## config.mk

```make
export PLATFORM = sky130hd
export DESIGN_NAME = osr_alu
export DESIGN_NICKNAME = d
export VERILOG_FILES = /design/src/design/osr_alu.sv
export SDC_FILE = /design/constraint.sdc
export NUM_CORES = 1
export LEC_CHECK = 0
export ABC_CLOCK_PERIOD_IN_PS = 9960
export BUFFER_PORTS_ARGS = -buffer_cell sky130_fd_sc_hd__buf_2
export CAP_MARGIN = 20
export CORE_AREA = 2 2 39 41
export DETAILED_ROUTE_END_ITERATION = 6
export DIE_AREA = 0 0 41 43
export PLACE_DENSITY = 0.83
export SETUP_SLACK_MARGIN = 0.5
export SLEW_MARGIN = 10
export SYNTH_ARGS = -nofsm -noshare
export SYNTH_HDL_FRONTEND = slang
export SYNTH_SLANG_ARGS = --single-unit
```

## constraint.sdc

```tcl
create_clock -name vclk -period 9.96
set_input_delay 2.988 -clock vclk [all_inputs]
set_output_delay 2.988 -clock vclk [all_outputs]
set_load 0.01 [all_outputs]
```

## src/design/osr_alu.sv

```systemverilog
// Shared add/subtract unit used for rank steering and count updates.
`default_nettype none

module osr_alu #(
  parameter int unsigned Width = 11
) (
  input  wire              sub_i,
  input  wire [Width-1:0]  a_i,
  input  wire [Width-1:0]  b_i,
  output logic [Width-1:0] sum_o,
  output logic             carry_o
);

  logic [Width:0] full;

  // On a subtract, carry out set means a is not below b.
  always_comb begin
    full = {1'b0, a_i} + {1'b0, (sub_i ? ~b_i : b_i)} + {{Width{1'b0}}, sub_i};
  end

  assign sum_o   = full[Width-1:0];
  assign carry_o = full[Width];

endmodule

`default_nettype wire
```

==> out/qor_table.md <==
| Group | Parameter | This run |
|:---|:---|:---|
| run status | Outcome | complete, no violations |
| synthesis | Yosys warnings | 0 |
| layout | Area of all sequential standard cells | 0 um^2 |
| grt | Maximum number of pins on one net before global-route repair | 12 |
| grt | Met1 Usage GRT | 26.0% |
| layout | Number of sequential storage elements | 0 |
| placement | Final weighted congestion of routability-driven global placement | 0.853 |
| worst setup path | Critical path start-end classification | in -> out |
| sta | Setup repair after global routing missed its margin | false |
| sta | Max frequency | 127 MHz |
| min path | Path type of the worst min-delay path | in -> out |
| grt | Antenna violations before repair | 0 |
| grt | Gr busiest metal | met2 |
| worst setup path | Ordered cell list for the critical path | buf_2 > xor2_1 > inv_1 > fa_1 > nor2b_1 > o2111ai_1 > nand3_1 > o221a_2 > xor2_1 > buf_2 |
| grt | Vias in the first global route | 583 |
| layout | Area growth from synthesis to final layout | 32.9% |
| drt | Number of vias after detailed routing | 648 |
| drt | Violation count after the first detailed-route iteration | 10 |
| power and ir drop | Relative contribution of the clock network to total power | 0% |
| drt | Vias per inst | 5.14 |
| worst setup path | Slowest CP cell | sky130_fd_sc_hd__fa_1 |
| layout | Filler Cells Inserted | 142 |
| layout | Clock buffer cells | 0 |
| drt | Iteration count of the initial detailed-routing pass | 4 |
| placement | Count of buffers from port buffering | 35 |
| worst setup path | Peak fanout along the critical path | 11 |
| floorplan | Number of cell rows | 14 |
| synthesis | Portion of the post-synthesis area used by sequential elements | 0% |
| layout | Most frequent cells in the layout | sky130_fd_sc_hd__buf_2, sky130_fd_sc_hd__xor2_1, sky130_fd_sc_hd__ha_1 |
| sta | Hold Slack | 6270 ps |
| floorplan | Starting utilization of the core area | 41.8% |
| floorplan | Floorplan die width | 41 um |
| layout | Most common cell after layout, fill and taps aside | sky130_fd_sc_hd__buf_2 |
| layout | Number of nets in the final layout | 146 |
| worst setup path | Worst setup path start | sub_i |
| sta | Number of hold violations in the final report | 0 |
| clock tree | Number of hold buffers added after cts | 0 |
| worst setup path | Data arrival, critical path | 4920 ps |
| power and ir drop | Worst supply voltage drop on vdd | 0.0376 mV |
| worst setup path | Delay contributed by the slowest stage of the critical path | 430 ps |
| grt | Met3 GRT Util | 0% |
| worst setup path | Type of origin of the critical path | input port |
| clock tree | Setup bufs post-CTS | 0 |
| sta | Fin crit share | 79.4% |
| power and ir drop | Cell area power density | 98.8 nW/um^2 |
| layout | Area of the multi-input gates | 554 um^2 |
| grt | Met2 track demand over resource in global routing | 27.8% |
| synthesis | Distinct cell type count after synthesis | 24 |
| sta | Worst slew margin relative to its limit | 77.3% |
| sta | Slew at the pin with the worst max-slew slack | 337 ps |
| sta | Number of failing setup endpoints in the final timing report | 0 |
| worst setup path | Kind of end point of the critical path | output pin |
| floorplan | CORE AREA | 1380 um^2 |
| min path | Hold path start | a_i[0] |
| power and ir drop | Cell Int Power | 0.0000363 W |
| layout | Diode insertion count for antenna repair | 0 |
| sta | Setup TNS | 0 ps |
| power and ir drop | Share of total power in sequential cells | 0% |
| power and ir drop | Switching pwr | 0.0000396 W |
| placement | Post-detailed-placement half-perimeter wirelength | 1.13 mm |
| floorplan | Floorplan die area | 1760 um^2 |
| clock tree | # resized after CTS | 0 |
| drt | DRC viols | 0 |
| grt | Grt total ovfl | 0 |
| power and ir drop | Fraction of power spent switching nets | 52.2% |
| power and ir drop | Leakage dissipation | 0.401 nW |
| synthesis | Mean area per synthesized cell | 7.61 um^2 |
| power and ir drop | Overall power consumption | 0.0000759 W |
| drt | Post-route antenna net violation count | 0 |
| grt | Overall track demand over capacity in global routing | 17.1% |
| synthesis | Synth Net Count | 110 |
| sta | Pins Over Slew Limit | 0 |
| floorplan | Number of placed I/O pins | 35 |
| synthesis | Post-Syn Instances | 76 |
| synthesis | Combined area of all synthesized cells | 578 um^2 |
| drt | Detailed-route wire length per cell | 10.1 um |
| layout | Fraction of layout cells with a size suffix above 1 | 34.5% |
| worst setup path | Required time of the critical path | 6970 ps |
| sta | Min cycle time layout | 7900 ps |
| job | Total of max-cap violations | 0 |
| power and ir drop | Comb pwr share | 100.0% |
| drt | Drt total wl | 1.28 mm |
| floorplan | Vertical extent of the die | 43 um |
| grt | Global-route wire length before repair | 2.30 mm |
[synthesized netlist by cell type]
| library cell | count | area (um^2) |
|---|---|---|
| sky130_fd_sc_hd__nor2b_1 | 1 | 6.26 |
| sky130_fd_sc_hd__o21ba_2 | 1 | 10.0 |
| sky130_fd_sc_hd__nand2b_1 | 2 | 12.5 |
| sky130_fd_sc_hd__buf_2 | 1 | 5.00 |
| sky130_fd_sc_hd__a31oi_1 | 2 | 12.5 |
| sky130_fd_sc_hd__xor2_1 | 13 | 114 |
| sky130_fd_sc_hd__o21bai_1 | 1 | 7.51 |
| sky130_fd_sc_hd__mux2i_2 | 1 | 13.8 |
| sky130_fd_sc_hd__nand2_1 | 4 | 15.0 |
| sky130_fd_sc_hd__fa_1 | 1 | 20.0 |
| sky130_fd_sc_hd__inv_1 | 5 | 18.8 |
| sky130_fd_sc_hd__xnor2_1 | 7 | 61.3 |
| sky130_fd_sc_hd__nand3_1 | 7 | 35.0 |
| sky130_fd_sc_hd__a21oi_1 | 4 | 20.0 |
| sky130_fd_sc_hd__o221a_2 | 1 | 11.3 |
| sky130_fd_sc_hd__ha_1 | 10 | 125 |
| sky130_fd_sc_hd__or3_1 | 1 | 6.26 |
| sky130_fd_sc_hd__o21ai_0 | 5 | 25.0 |
| sky130_fd_sc_hd__a21o_1 | 1 | 7.51 |
| sky130_fd_sc_hd__nor2_1 | 3 | 11.3 |
| sky130_fd_sc_hd__o2111ai_1 | 2 | 17.5 |
| sky130_fd_sc_hd__nand4_1 | 1 | 6.26 |
| sky130_fd_sc_hd__o21a_1 | 1 | 7.51 |
| sky130_fd_sc_hd__o41ai_1 | 1 | 8.76 |
[power groups by stage]
stage / Combinational, W / Sequential [W] / Clock (W)
CTS: 0.0000769 / 0 / 0
global route: 0.0000856 / 0 / 0
floorplan: 0.0000519 / 0 / 0
global placement: 0.0000752 / 0 / 0
detailed placement: 0.0000767 / 0 / 0
finish: 0.0000759 / 0 / 0
[logic make-up (layout without fill, tap and decap cells)]
family                   count (synthesis)  after routing  synth area share, %
buffers and inverters                    6             40                 4.11
multiplexers                             1              1                 2.38
adder cells (fa/ha/maj)                 11             11                 25.1
XOR/XNOR                                20             20                 30.3
AND/OR/NAND/NOR                         19             19                 16.0
AO/OA/AOI/OAI                           19             19                 22.1
[area by class of cell]
| cell class | instances | area share [%] |
|---|---|---|
| multi-input combinational | 70 | 72.1 |
| timing repair buffer | 35 | 22.8 |
| tap | 16 | 2.61 |
| inverter | 5 | 2.44 |
[worst max-delay path, delay by kind of cell]
family,cells,cell delay [ps]
buf+inv,3,510
fa+ha+maj,1,430
simple gates,2,290
compound gates,2,320
xor+xnor,2,370
[routing by layer]
layer	wire, um	vias up
li1	-	342
met1	570	288
met2	656	18
met3	50	0
met4	0	0
met5	0	-
[per-stage QoR]
stage	std cells	utilization (%)	cell area, um^2	setup WS (ps)
2_1_floorplan	76	-	578	2290
3_3_place_gp	126	55.5	768	2110
3_5_place_dp	126	55.5	768	2040
4_1_cts	126	55.5	768	2040
5_1_grt	126	55.5	768	1860
6_report	126	55.5	768	2060
[worst paths after layout]
| kind | to | slack [ps] | cells past startpoint |
|---|---|---|---|
| setup / recovery | sum_o[10] | 2060 | 10 |
| hold / removal | sum_o[0] | 6270 | 3 |
No activity file was read; power rests on OpenSTA's default activity.
